===== config.mk =====
export PLATFORM = sky130hd
export DESIGN_NAME = serial_memory_monitor_bridge_top
export DESIGN_NICKNAME = d
export VERILOG_FILES = /design/src/smm_pkg.sv /design/src/serial_memory_monitor_bridge_top.sv /design/src/smm_engine.sv
export SDC_FILE = /design/constraint.sdc
export NUM_CORES = 1
export LEC_CHECK = 0
export BUFFER_PORTS_ARGS = -buffer_cell sky130_fd_sc_hd__buf_2
export CAP_MARGIN = 25
export CORE_MARGIN = 2
export CORE_UTILIZATION = 30
export DETAILED_ROUTE_END_ITERATION = 8
export GPL_TIMING_DRIVEN = 0
export PLACE_DENSITY = 0.43
export RECOVER_POWER = 25
export SLEW_MARGIN = 10
export SYNTH_ARGS = -nofsm -noshare
export SYNTH_HDL_FRONTEND = slang
export SYNTH_SLANG_ARGS = --single-unit

===== constraint.sdc =====
create_clock -name clk -period 8.7 [get_ports clk]
set_clock_uncertainty 0.2 [all_clocks]
set_input_delay 0.87 -clock clk [delete_from_list [all_inputs] [get_ports clk]]
set_output_delay 0.87 -clock clk [all_outputs]
set_load 0.03 [all_outputs]

===== src/smm_pkg.sv =====
`timescale 1ns / 1ps
// ----------------------------------------------------------------------------
// smm_pkg
// Types and constants shared by the serial memory monitor bridge.
// ----------------------------------------------------------------------------
package smm_pkg;

    localparam int MAX_BEATS = 5;
    localparam int CNT_W     = $clog2(MAX_BEATS + 1);

    // command codes
    localparam logic [7:0] OP_PING  = 8'd1;
    localparam logic [7:0] OP_PEEK  = 8'd2;
    localparam logic [7:0] OP_POKE  = 8'd3;
    localparam logic [7:0] OP_START = 8'd4;
    localparam logic [7:0] OP_GOTO  = 8'd5;
    localparam logic [7:0] OP_CALL  = 8'd6;
    localparam logic [7:0] OP_NULL  = 8'd0;

    localparam logic [7:0] REPLY_OK     = 8'd1;
    localparam logic [7:0] REPLY_REFUSE = 8'd2;

    // input beat kinds
    localparam logic IN_UART = 1'b0;
    localparam logic IN_READ = 1'b1;

    // result beat kinds
    localparam logic [1:0] KIND_TX    = 2'd0;
    localparam logic [1:0] KIND_READ  = 2'd1;
    localparam logic [1:0] KIND_WRITE = 2'd2;
    localparam logic [1:0] KIND_XFER  = 2'd3;

    // bus size codes
    localparam logic [1:0] SIZE_BYTE = 2'd0;
    localparam logic [1:0] SIZE_WORD = 2'd1;
    localparam logic [1:0] SIZE_LONG = 2'd2;

    typedef enum logic [3:0] {
        PH_IDLE      = 4'd0,
        PH_FLAGS     = 4'd1,
        PH_SIZE      = 4'd2,
        PH_ADDR      = 4'd3,
        PH_LEN       = 4'd4,
        PH_PEEK_WAIT = 4'd5,
        PH_POKE_DATA = 4'd6
    } phase_t;

    typedef struct packed {
        logic        kind;
        logic [7:0]  rx_byte;
        logic [31:0] read_data;
    } in_t;

    typedef struct packed {
        logic [1:0]  out_kind;
        logic [7:0]  tx_byte;
        logic [31:0] bus_address;
        logic [31:0] bus_data;
        logic [1:0]  bus_size;
        logic [1:0]  jump_mode;
        logic        last;
    } out_t;

    // all result beats caused by one input beat
    typedef struct packed {
        logic [CNT_W-1:0]           count;
        out_t [MAX_BEATS-1:0]       beat;
    } burst_t;

endpackage


===== src/serial_memory_monitor_bridge_top.sv =====
`timescale 1ns / 1ps
// ----------------------------------------------------------------------------
// serial_memory_monitor_bridge_top
// Memory monitor bridge: parses host command packets, issues bus accesses.
// ----------------------------------------------------------------------------
// Usage:
//   in_*  : one beat is either a received host byte (kind 0) or returned
//           bus read data (kind 1). valid/ready handshake.
//   out_* : result beats (transmit byte, bus read request, bus write,
//           control transfer); the final beat caused by an input beat has
//           last set.
//   Path: an accepted input beat is registered in the input register,
//   then processed into the registered result queue, whose slot 0
//   presents its first result; the load waits while the queue is busy.
//   Throughput: one input beat per cycle while each produces at most one
//   result and out_ready stays high. An input beat producing k results
//   holds the queue until all k are taken, as the output port moves one
//   beat per cycle while out_ready is high; the queue takes the next burst in the cycle its final beat is taken.
//   Stall: when out_ready is low the queue holds, the input register
//   fills, and in_ready drops until the queue drains.
//   Reset: rst_n clears the parser to idle (awaiting a command byte) and
//   empties the input register and result queue.
// ----------------------------------------------------------------------------
module serial_memory_monitor_bridge_top (
    input  logic          clk,
    input  logic          rst_n,
    input  logic          in_valid,
    output logic          in_ready,
    input  smm_pkg::in_t  in_data,
    output logic          out_valid,
    input  logic          out_ready,
    output smm_pkg::out_t out_data
);
    import smm_pkg::*;

    // input register
    logic       in_valid_reg;
    in_t        in_reg;

    // result queue, slot 0 drives the output
    out_t [MAX_BEATS-1:0] q_reg, q_next;
    logic [CNT_W-1:0]     cnt_reg, cnt_next;

    burst_t burst;
    logic   take;
    logic   q_free;
    logic   move;

    assign take      = out_valid && out_ready;
    // queue can accept a burst once empty or on its final beat leaving
    assign q_free    = (cnt_reg == '0) || (cnt_reg == CNT_W'(1) && out_ready);
    assign move      = in_valid_reg && q_free;
    assign in_ready  = !in_valid_reg || move;
    assign out_valid = (cnt_reg != '0);
    assign out_data  = q_reg[0];

    smm_engine u_engine (
        .clk   (clk),
        .rst_n (rst_n),
        .step  (move),
        .item  (in_reg),
        .burst (burst)
    );

    always_ff @(posedge clk or negedge rst_n)
    begin
        if (!rst_n)
            in_valid_reg <= 1'b0;
        else if (in_ready)
            in_valid_reg <= in_valid;
    end

    always_ff @(posedge clk)
    begin
        if (in_ready && in_valid)
            in_reg <= in_data;
    end

    always_comb
    begin
        q_next   = q_reg;
        cnt_next = cnt_reg;
        if (move) begin
            q_next   = burst.beat;
            cnt_next = burst.count;
        end else if (take) begin
            for (int i = 0; i < MAX_BEATS - 1; i++)
                q_next[i] = q_reg[i + 1];
            cnt_next = cnt_reg - CNT_W'(1);
        end
    end

    always_ff @(posedge clk or negedge rst_n)
    begin
        if (!rst_n)
            cnt_reg <= '0;
        else
            cnt_reg <= cnt_next;
    end

    always_ff @(posedge clk)
    begin
        q_reg <= q_next;
    end

    // queue never overfills
    a_cnt_bound: assert property (@(posedge clk) disable iff (!rst_n)
        cnt_reg <= CNT_W'(MAX_BEATS))
        else $error("result queue count out of range");

    // a loaded burst shows up whole in the queue
    a_load_count: assert property (@(posedge clk) disable iff (!rst_n)
        move |=> cnt_reg == $past(burst.count))
        else $error("queue count does not match loaded burst");

    // a beat without last always has a successor queued
    a_last_tail: assert property (@(posedge clk) disable iff (!rst_n)
        (out_valid && !out_data.last) |-> cnt_reg > CNT_W'(1))
        else $error("non-final beat at queue tail");

    // the final queued beat carries last
    a_last_mark: assert property (@(posedge clk) disable iff (!rst_n)
        (cnt_reg == CNT_W'(1)) |-> out_data.last)
        else $error("final queued beat without last");

endmodule


===== src/smm_engine.sv =====
`timescale 1ns / 1ps
// ----------------------------------------------------------------------------
// smm_engine
// Command parser state and per-beat result generation.
// ----------------------------------------------------------------------------
module smm_engine (
    input  logic           clk,
    input  logic           rst_n,
    input  logic           step,
    input  smm_pkg::in_t   item,
    output smm_pkg::burst_t burst
);
    import smm_pkg::*;

    phase_t      phase_reg, phase_next;
    logic [3:0]  cmd_reg, cmd_next;
    logic        alt_reg, alt_next;
    logic        block_reg, block_next;
    logic [2:0]  size_reg, size_next;
    logic [31:0] addr_reg, addr_next;
    logic [31:0] rem_reg, rem_next;
    logic [1:0]  idx_reg, idx_next;
    logic [31:0] asm_reg, asm_next;

    logic [31:0] asm_shift;
    logic [31:0] rem_adv;
    logic [31:0] addr_adv;
    logic [1:0]  size_code;
    logic [1:0]  bidx;
    logic [7:0]  b;
    logic [CNT_W-1:0] n;

    function automatic out_t mk(logic [1:0] k, logic [7:0] tx, logic [31:0] a,
                                logic [31:0] d, logic [1:0] sz, logic [1:0] jm);
        out_t r;
        r.out_kind    = k;
        r.tx_byte     = tx;
        r.bus_address = a;
        r.bus_data    = d;
        r.bus_size    = sz;
        r.jump_mode   = jm;
        r.last        = 1'b0;
        return r;
    endfunction

    assign b         = item.rx_byte;
    assign asm_shift = {asm_reg[23:0], b};
    assign size_code = (size_reg == 3'd4) ? SIZE_LONG :
                       (size_reg == 3'd2) ? SIZE_WORD : SIZE_BYTE;

    // element advance: saturating length, address by size / alt / block
    assign rem_adv = (rem_reg > {29'd0, size_reg}) ? rem_reg - {29'd0, size_reg} : 32'd0;
    always_comb
    begin
        if (size_reg == 3'd1 && alt_reg)
            addr_adv = addr_reg + 32'd2;
        else if (!block_reg)
            addr_adv = addr_reg + {29'd0, size_reg};
        else
            addr_adv = addr_reg;
    end

    always_comb
    begin
        phase_next = phase_reg;
        cmd_next   = cmd_reg;
        alt_next   = alt_reg;
        block_next = block_reg;
        size_next  = size_reg;
        addr_next  = addr_reg;
        rem_next   = rem_reg;
        idx_next   = idx_reg;
        asm_next   = asm_reg;
        n          = '0;
        bidx       = '0;
        burst.beat = '0;

        if (step) begin
            if (item.kind == IN_READ) begin
                if (phase_reg == PH_PEEK_WAIT) begin
                    // stream the element out most significant byte first
                    for (int i = 0; i < 4; i++) begin
                        bidx = 2'(size_reg - 3'(i) - 3'd1);
                        if (3'(i) < size_reg)
                            burst.beat[i] = mk(KIND_TX, item.read_data[{bidx, 3'b000} +: 8],
                                               32'd0, 32'd0, 2'd0, 2'd0);
                    end
                    n         = CNT_W'(size_reg);
                    rem_next  = rem_adv;
                    addr_next = addr_adv;
                    if (rem_adv != 32'd0) begin
                        for (int i = 0; i < MAX_BEATS; i++) begin
                            if (3'(i) == size_reg)
                                burst.beat[i] = mk(KIND_READ, 8'd0, addr_adv, 32'd0,
                                                   size_code, 2'd0);
                        end
                        n = CNT_W'(size_reg) + CNT_W'(1);
                    end else begin
                        phase_next = PH_IDLE;
                    end
                end
            end else begin
                unique case (phase_reg)
                    PH_IDLE:
                    begin
                        priority if (b == OP_NULL) begin
                        end else if (b == OP_PING) begin
                            burst.beat[0] = mk(KIND_TX, REPLY_OK, 32'd0, 32'd0, 2'd0, 2'd0);
                            n = CNT_W'(1);
                        end else if (b == OP_PEEK || b == OP_POKE) begin
                            cmd_next   = b[3:0];
                            phase_next = PH_FLAGS;
                        end else if (b >= OP_START && b <= OP_CALL) begin
                            cmd_next   = b[3:0];
                            idx_next   = '0;
                            asm_next   = '0;
                            phase_next = PH_ADDR;
                        end else begin
                            burst.beat[0] = mk(KIND_TX, REPLY_REFUSE, 32'd0, 32'd0, 2'd0, 2'd0);
                            n = CNT_W'(1);
                        end
                    end
                    PH_FLAGS:
                    begin
                        alt_next   = b[0];
                        block_next = b[1];
                        phase_next = PH_SIZE;
                    end
                    PH_SIZE:
                    begin
                        size_next  = (b == 8'd1 || b == 8'd2 || b == 8'd4) ? b[2:0] : 3'd0;
                        idx_next   = '0;
                        asm_next   = '0;
                        phase_next = PH_ADDR;
                    end
                    PH_ADDR, PH_LEN:
                    begin
                        asm_next = asm_shift;
                        if (idx_reg != 2'd3) begin
                            idx_next = idx_reg + 2'd1;
                        end else begin
                            idx_next = '0;
                            asm_next = '0;
                            if (phase_reg == PH_ADDR) begin
                                addr_next = asm_shift;
                                if (cmd_reg >= OP_START[3:0]) begin
                                    burst.beat[0] = mk(KIND_TX, REPLY_OK, 32'd0, 32'd0,
                                                       2'd0, 2'd0);
                                    burst.beat[1] = mk(KIND_XFER, 8'd0, asm_shift, 32'd0, 2'd0,
                                                       2'(cmd_reg - OP_START[3:0]));
                                    n          = CNT_W'(2);
                                    phase_next = PH_IDLE;
                                end else begin
                                    phase_next = PH_LEN;
                                end
                            end else begin
                                rem_next   = asm_shift;
                                phase_next = PH_IDLE;
                                if (size_reg == 3'd0) begin
                                    // bad size byte: refuse the packet
                                    burst.beat[0] = mk(KIND_TX, REPLY_REFUSE, 32'd0, 32'd0,
                                                       2'd0, 2'd0);
                                    n = CNT_W'(1);
                                end else if (cmd_reg == OP_PEEK[3:0]) begin
                                    burst.beat[0] = mk(KIND_TX, REPLY_OK, 32'd0, 32'd0,
                                                       2'd0, 2'd0);
                                    n = CNT_W'(1);
                                    if (asm_shift != 32'd0) begin
                                        burst.beat[1] = mk(KIND_READ, 8'd0, addr_reg, 32'd0,
                                                           size_code, 2'd0);
                                        n          = CNT_W'(2);
                                        phase_next = PH_PEEK_WAIT;
                                    end
                                end else if (asm_shift == 32'd0) begin
                                    burst.beat[0] = mk(KIND_TX, REPLY_OK, 32'd0, 32'd0,
                                                       2'd0, 2'd0);
                                    n = CNT_W'(1);
                                end else begin
                                    phase_next = PH_POKE_DATA;
                                end
                            end
                        end
                    end
                    PH_POKE_DATA:
                    begin
                        asm_next = asm_shift;
                        if ({1'b0, idx_reg} + 3'd1 < size_reg) begin
                            idx_next = idx_reg + 2'd1;
                        end else begin
                            burst.beat[0] = mk(KIND_WRITE, 8'd0, addr_reg, asm_shift,
                                               size_code, 2'd0);
                            n         = CNT_W'(1);
                            idx_next  = '0;
                            asm_next  = '0;
                            rem_next  = rem_adv;
                            addr_next = addr_adv;
                            if (rem_adv == 32'd0) begin
                                burst.beat[1] = mk(KIND_TX, REPLY_OK, 32'd0, 32'd0,
                                                   2'd0, 2'd0);
                                n          = CNT_W'(2);
                                phase_next = PH_IDLE;
                            end
                        end
                    end
                    PH_PEEK_WAIT:
                    begin
                        // host bytes dropped while a read is outstanding
                    end
                    default:
                    begin
                        phase_next = PH_IDLE;
                    end
                endcase
            end
        end

        for (int i = 0; i < MAX_BEATS; i++)
            burst.beat[i].last = (CNT_W'(i) + CNT_W'(1) == n);
        burst.count = n;
    end

    always_ff @(posedge clk or negedge rst_n)
    begin
        if (!rst_n) begin
            phase_reg <= PH_IDLE;
            cmd_reg   <= '0;
            alt_reg   <= 1'b0;
            block_reg <= 1'b0;
            size_reg  <= '0;
            addr_reg  <= '0;
            rem_reg   <= '0;
            idx_reg   <= '0;
            asm_reg   <= '0;
        end else begin
            phase_reg <= phase_next;
            cmd_reg   <= cmd_next;
            alt_reg   <= alt_next;
            block_reg <= block_next;
            size_reg  <= size_next;
            addr_reg  <= addr_next;
            rem_reg   <= rem_next;
            idx_reg   <= idx_next;
            asm_reg   <= asm_next;
        end
    end

endmodule

======== Word level (Yosys, flattened, before mapping) ========
Index checks and enable logic that the tools add are counted.
storage, ports and cells
  input bits .............................. 45
  register bits ........................... 542
  word-level logic and storage cells ...... 257
operators by class
  bitwise operators ....................... 3
  equal/unequal tests ..................... 40
  reductions and logical operators ........ 35
  order comparisons ....................... 9
  shift-type cells ........................ 4
  mux-type cells .......................... 103
  add/subtract/negate cells ............... 14
operator list
  operator               count
  $mux 316               3
  $mux 158               5
  $mux 78                7
  $mux 79                6
  $mux 32                13
  $mux 315               1
  $mux 77                4
  $pmux 79 s3            1
  $pmux 79 s2            1
  $mux 149               1
  $mux 24                6
  $mux 70                2
  $pmux 32 s2            2
  $shiftx 32x6->8        4
  $pmux 24 s4            1
  $mux 71                1
  $logic_not 32->1       2
  $reduce_bool 32->1     2
  $mux 4                 15
  $mux 3                 15
  $add 32x2->32 const B  1
  $add 32x3->32          1
  $gt 32x3->1            1
  $sub 32x3->32          1
  50 further kinds       112

======== Depth between registers and ports, before layout ========
  depth in word-level cells ............... 11
  mapped depth ............................ 16
  gate-level depth less buffers ........... 12

======== Modules after synthesis ========
Synthesis repeated with hierarchy kept, for this count alone.
second synthesis, totals
  cells, all modules ...................... 3060
  area total of the unflattened synthesis .. 28856.4 µm²
by module, submodules not included
  module                            cells an instance  instances  area each (µm²)
  serial_memory_monitor_bridge_top  1562               1          17993.5
  smm_engine                        1498               1          10862.9

======== Least setup slack after synthesis ========
Ideal clock, no wire load.
  kind .................................... flip-flop to flip-flop
  from .................................... register cnt_reg[0]
  to ...................................... register q_reg, in the netlist out_data[0], enable pin
  arrival ................................. 3.701 ns
  library setup time ...................... 0.488 ns
  clock period less this slack ............ 4.389 ns
  cell stages (with the launch flop) ...... 5
  setup slack ............................. 4.311 ns
  required time ........................... 8.012 ns
  path through ............................ dfrtp_1 > inv_1 > ha_1 > nand2b_1 > mux2_2
between the ends
  elaborated cells between the ends (all ways) .. 8
RTL lines
  item                         RTL line                                 RTL
  start, declared              serial_memory_monitor_bridge_top.sv:42   logic [CNT_W-1:0] cnt_reg, cnt_next;
  start signal, assigned       serial_memory_monitor_bridge_top.sv:98   cnt_reg <= cnt_next;
  $reduce_bool 3->1            serial_memory_monitor_bridge_top.sv:54   assign out_valid = (cnt_reg != '0);
  via out_valid                serial_memory_monitor_bridge_top.sv:30   output logic out_valid,
  $logic_and 1x1->1            serial_memory_monitor_bridge_top.sv:49   assign take = out_valid && out_ready;
  $reduce_bool 2->1 (no line)  --
  end signal, assigned         serial_memory_monitor_bridge_top.sv:103  q_reg <= q_next;
  end, declared                serial_memory_monitor_bridge_top.sv:41   out_t [MAX_BEATS-1:0] q_reg, q_next;
The timed path passes the listed nets, and every way through them passes these cells.
A chain may end at the register's enable or synchronous reset.

==> results.toml <==
[detailed_routing]
via_per_inst = 5.401
vias = 16090
dr.pass1.iters = 6
drt_wl_total_um = 72830
drc = 0
wire_per_inst_um = 24.46
drt_iter0_markers = 1491
antenna_left = 0

[die]
die_x_um = 264.2
io_pins = 126
fp-row-count = 95
dieArea_um2 = 69800
die_y_um = 264.2
start_util_pct = 30.24
coreArea_um2 = 67160

[final_layout]
fillerInstances = 6750
layout-drive-gt1-share_pct = 16.87
fin_area_um2 = 23620
syn_to_final_growth_pct = 16.31
multi_input_area_um2 = 7624
largest_reg_flops = 171
seq_area_um2 = 11390
fin_nets = 2130

[timing]
max_slew_margin_pct = -156.3
layout_setup_ws_ns = 2.523
setup_viol_count_final = 0
report.final.slew_viol_count = 200
worst_pin_slew_ns = 3.845
rsz0062_at_grt = "no"
fin_crit_sh_pct = 71.01
max_clock_freq_mhz = 161.9
setup-tns-final_ns = 0
hold_viol = 0
period_needed_ns = 6.177

[clocking]
cts-root-buf = "clkbuf_16"
cts_repair_resize_count = 0
h-tree-depth = 2
cts_tree = "done"
clk_latency_ns = 0.60
cts_hold_buf = 0
clock_path_buffers = 3
post_cts_buffers = 0
numCtsBuffers = 47
path_clk_slew_ns = 0.06
cts.sinks = 397

[yosys]
synth_warnings = 0
yosysUniqueCellTypes = 80
yosysTopAreaCell = "edfxtp_1"
synth_area_leaders = "edfxtp_1 (43%), dfrtp_1 (13%), o21ai_0 (4.3%)"
mappedNetlistNets = 1948
yosysSeqAreaShare_pct = 56.08
yosys_register_bits = 397
synth_top_flop_cell = "edfxtp_1"
yosysMostFrequentCell = "edfxtp_1"
synth_top_area_share_pct = 43.02
synth.top_cells.by_count = "edfxtp_1 (291), nand2_1 (183), o21ai_0 (176)"
syn_avg_cell_area_um2 = 10.78
synth_edf_count = 291
async_reset_ff_share_pct = 26.70
synth.cell_area_um2 = 20310
syn_inst = 1885

[worst_setup_path]
critPathSlowestCell = "clkbuf_1"
cpPeakStageDelay_ns = 2.82
critical-path-top-delay-family = "buffers and inverters"
crit_path_end_kind = "asynchronous set/reset pin"
path_cells = "clkbuf_1 > clkbuf_1"
startpoint = "rst_n"
critical_path_buf_inv_count = 2
r2r_end = "out_data[3]"
crit_required_ns = 8.31
cp.arrival_ns = 5.79
crit_top_cell = "clkbuf_1"
r2r_start = "u_engine.size_reg[1]"
ff2ff_path_depth = 12
crit_fanout = 65
worstSetupPathType = "in -> async"
crit_path_start_kind = "primary input"
reg2reg_slack_ns = 2.59

[placed_design]
dp_hpwl_um = 50710
gp_congestion = 0.8927
placed_cell_area_um2 = 22210
io_buffers = 125
post-place-ws_ns = 2.648

[global_route]
grt_use_total_pct = 20.67
grt_pass1_wl_um = 108100
antenna_found_initial = 1
gr-total-overflow = 0
grt_max_degree = 87
grt_pass1_vias = 16050

[worst_hold_path]
hold_end = "in_reg[21]"
worstHoldStart = "in_data[21]"
hold_path_class = "in -> reg"
hold_path_depth = 1

[run]
maxCapViolations = 4

[status]
violations = "max-capacitance violations, max-slew violations"
status = "finished with violations"

[power]
power.leakage_nw = 9.149
irDropWorstVdd_v = 0.0002228
total_power_mw = 8.642
p_per_area_nw_per_um2 = 365.8
==> report_power, final <==
part           leakage, nW  switching (mW)  internal, mW
Combinational         4.13            2.17          1.08
Sequential            4.30           0.451          2.99
Clock                0.718           0.830          1.12
==> layer usage <==
layer	track usage (%)	share of wire, %
met5	0	0
met4	7.770	3.7
met3	2.824	5.2
met2	33.24	46
met1	28.36	45
==> stage by stage <==
stage	std cells	util, %	hold slack, ns
after global placement	2883	32.80	0.2714
after CTS	2977	35.27	0.03595
after detailed placement	2891	33.06	0.2753
after floorplan	1885	-	0.2538
final	2978	35.18	0.2560
after global routing	2977	35.17	0.2337
==> layout by cell type, fill, tap and decap left out, drive strengths merged, types with 50 or more instances in the layout <==
cell,n
a21oi,88
and3,54
buf,241
clkbuf,173
dfrtp,106
edfxtp,291
nand2,185
nor2,143
nor3,50
o21ai,216
==> final cells by class <==
type                    count  area share (%)
flip-flops and latches    397           48.22
multi-input cells        1233           32.27
clock buffers              57           5.360
plain buffers             224           5.090
well taps                 873           4.624
repair buffers            133           3.014
clock inverters            29          0.9216
inverters                  31          0.4926
diodes                      1         0.01059
==> cell families after synthesis <==
logic type               after synthesis  synth area share, %
AND/OR/NAND/NOR                      583                14.00
flip-flops                           397                56.08
buffers and inverters                255                6.474
multiplexers                          43                3.209
other                                  1              0.01846
XOR/XNOR                              39                1.682
adder cells (fa/ha/maj)               18                1.183
AO/OA/AOI/OAI                        549                17.36
==> worst max-delay path by stage <==
stage / endpoint / slack (ns) / cells after the start
CTS: out_data[3] / 2.65 / 12
detailed placement: out_data[3] / 2.65 / 12
global route: u_engine.asm_reg[20] / 1.51 / 2
global placement: out_data[3] / 2.69 / 12
floorplan: out_data[0] / 4.31 / 4
finish: u_engine.asm_reg[22] / 2.52 / 2
Note: power is estimated with default switching activity, not from simulation.
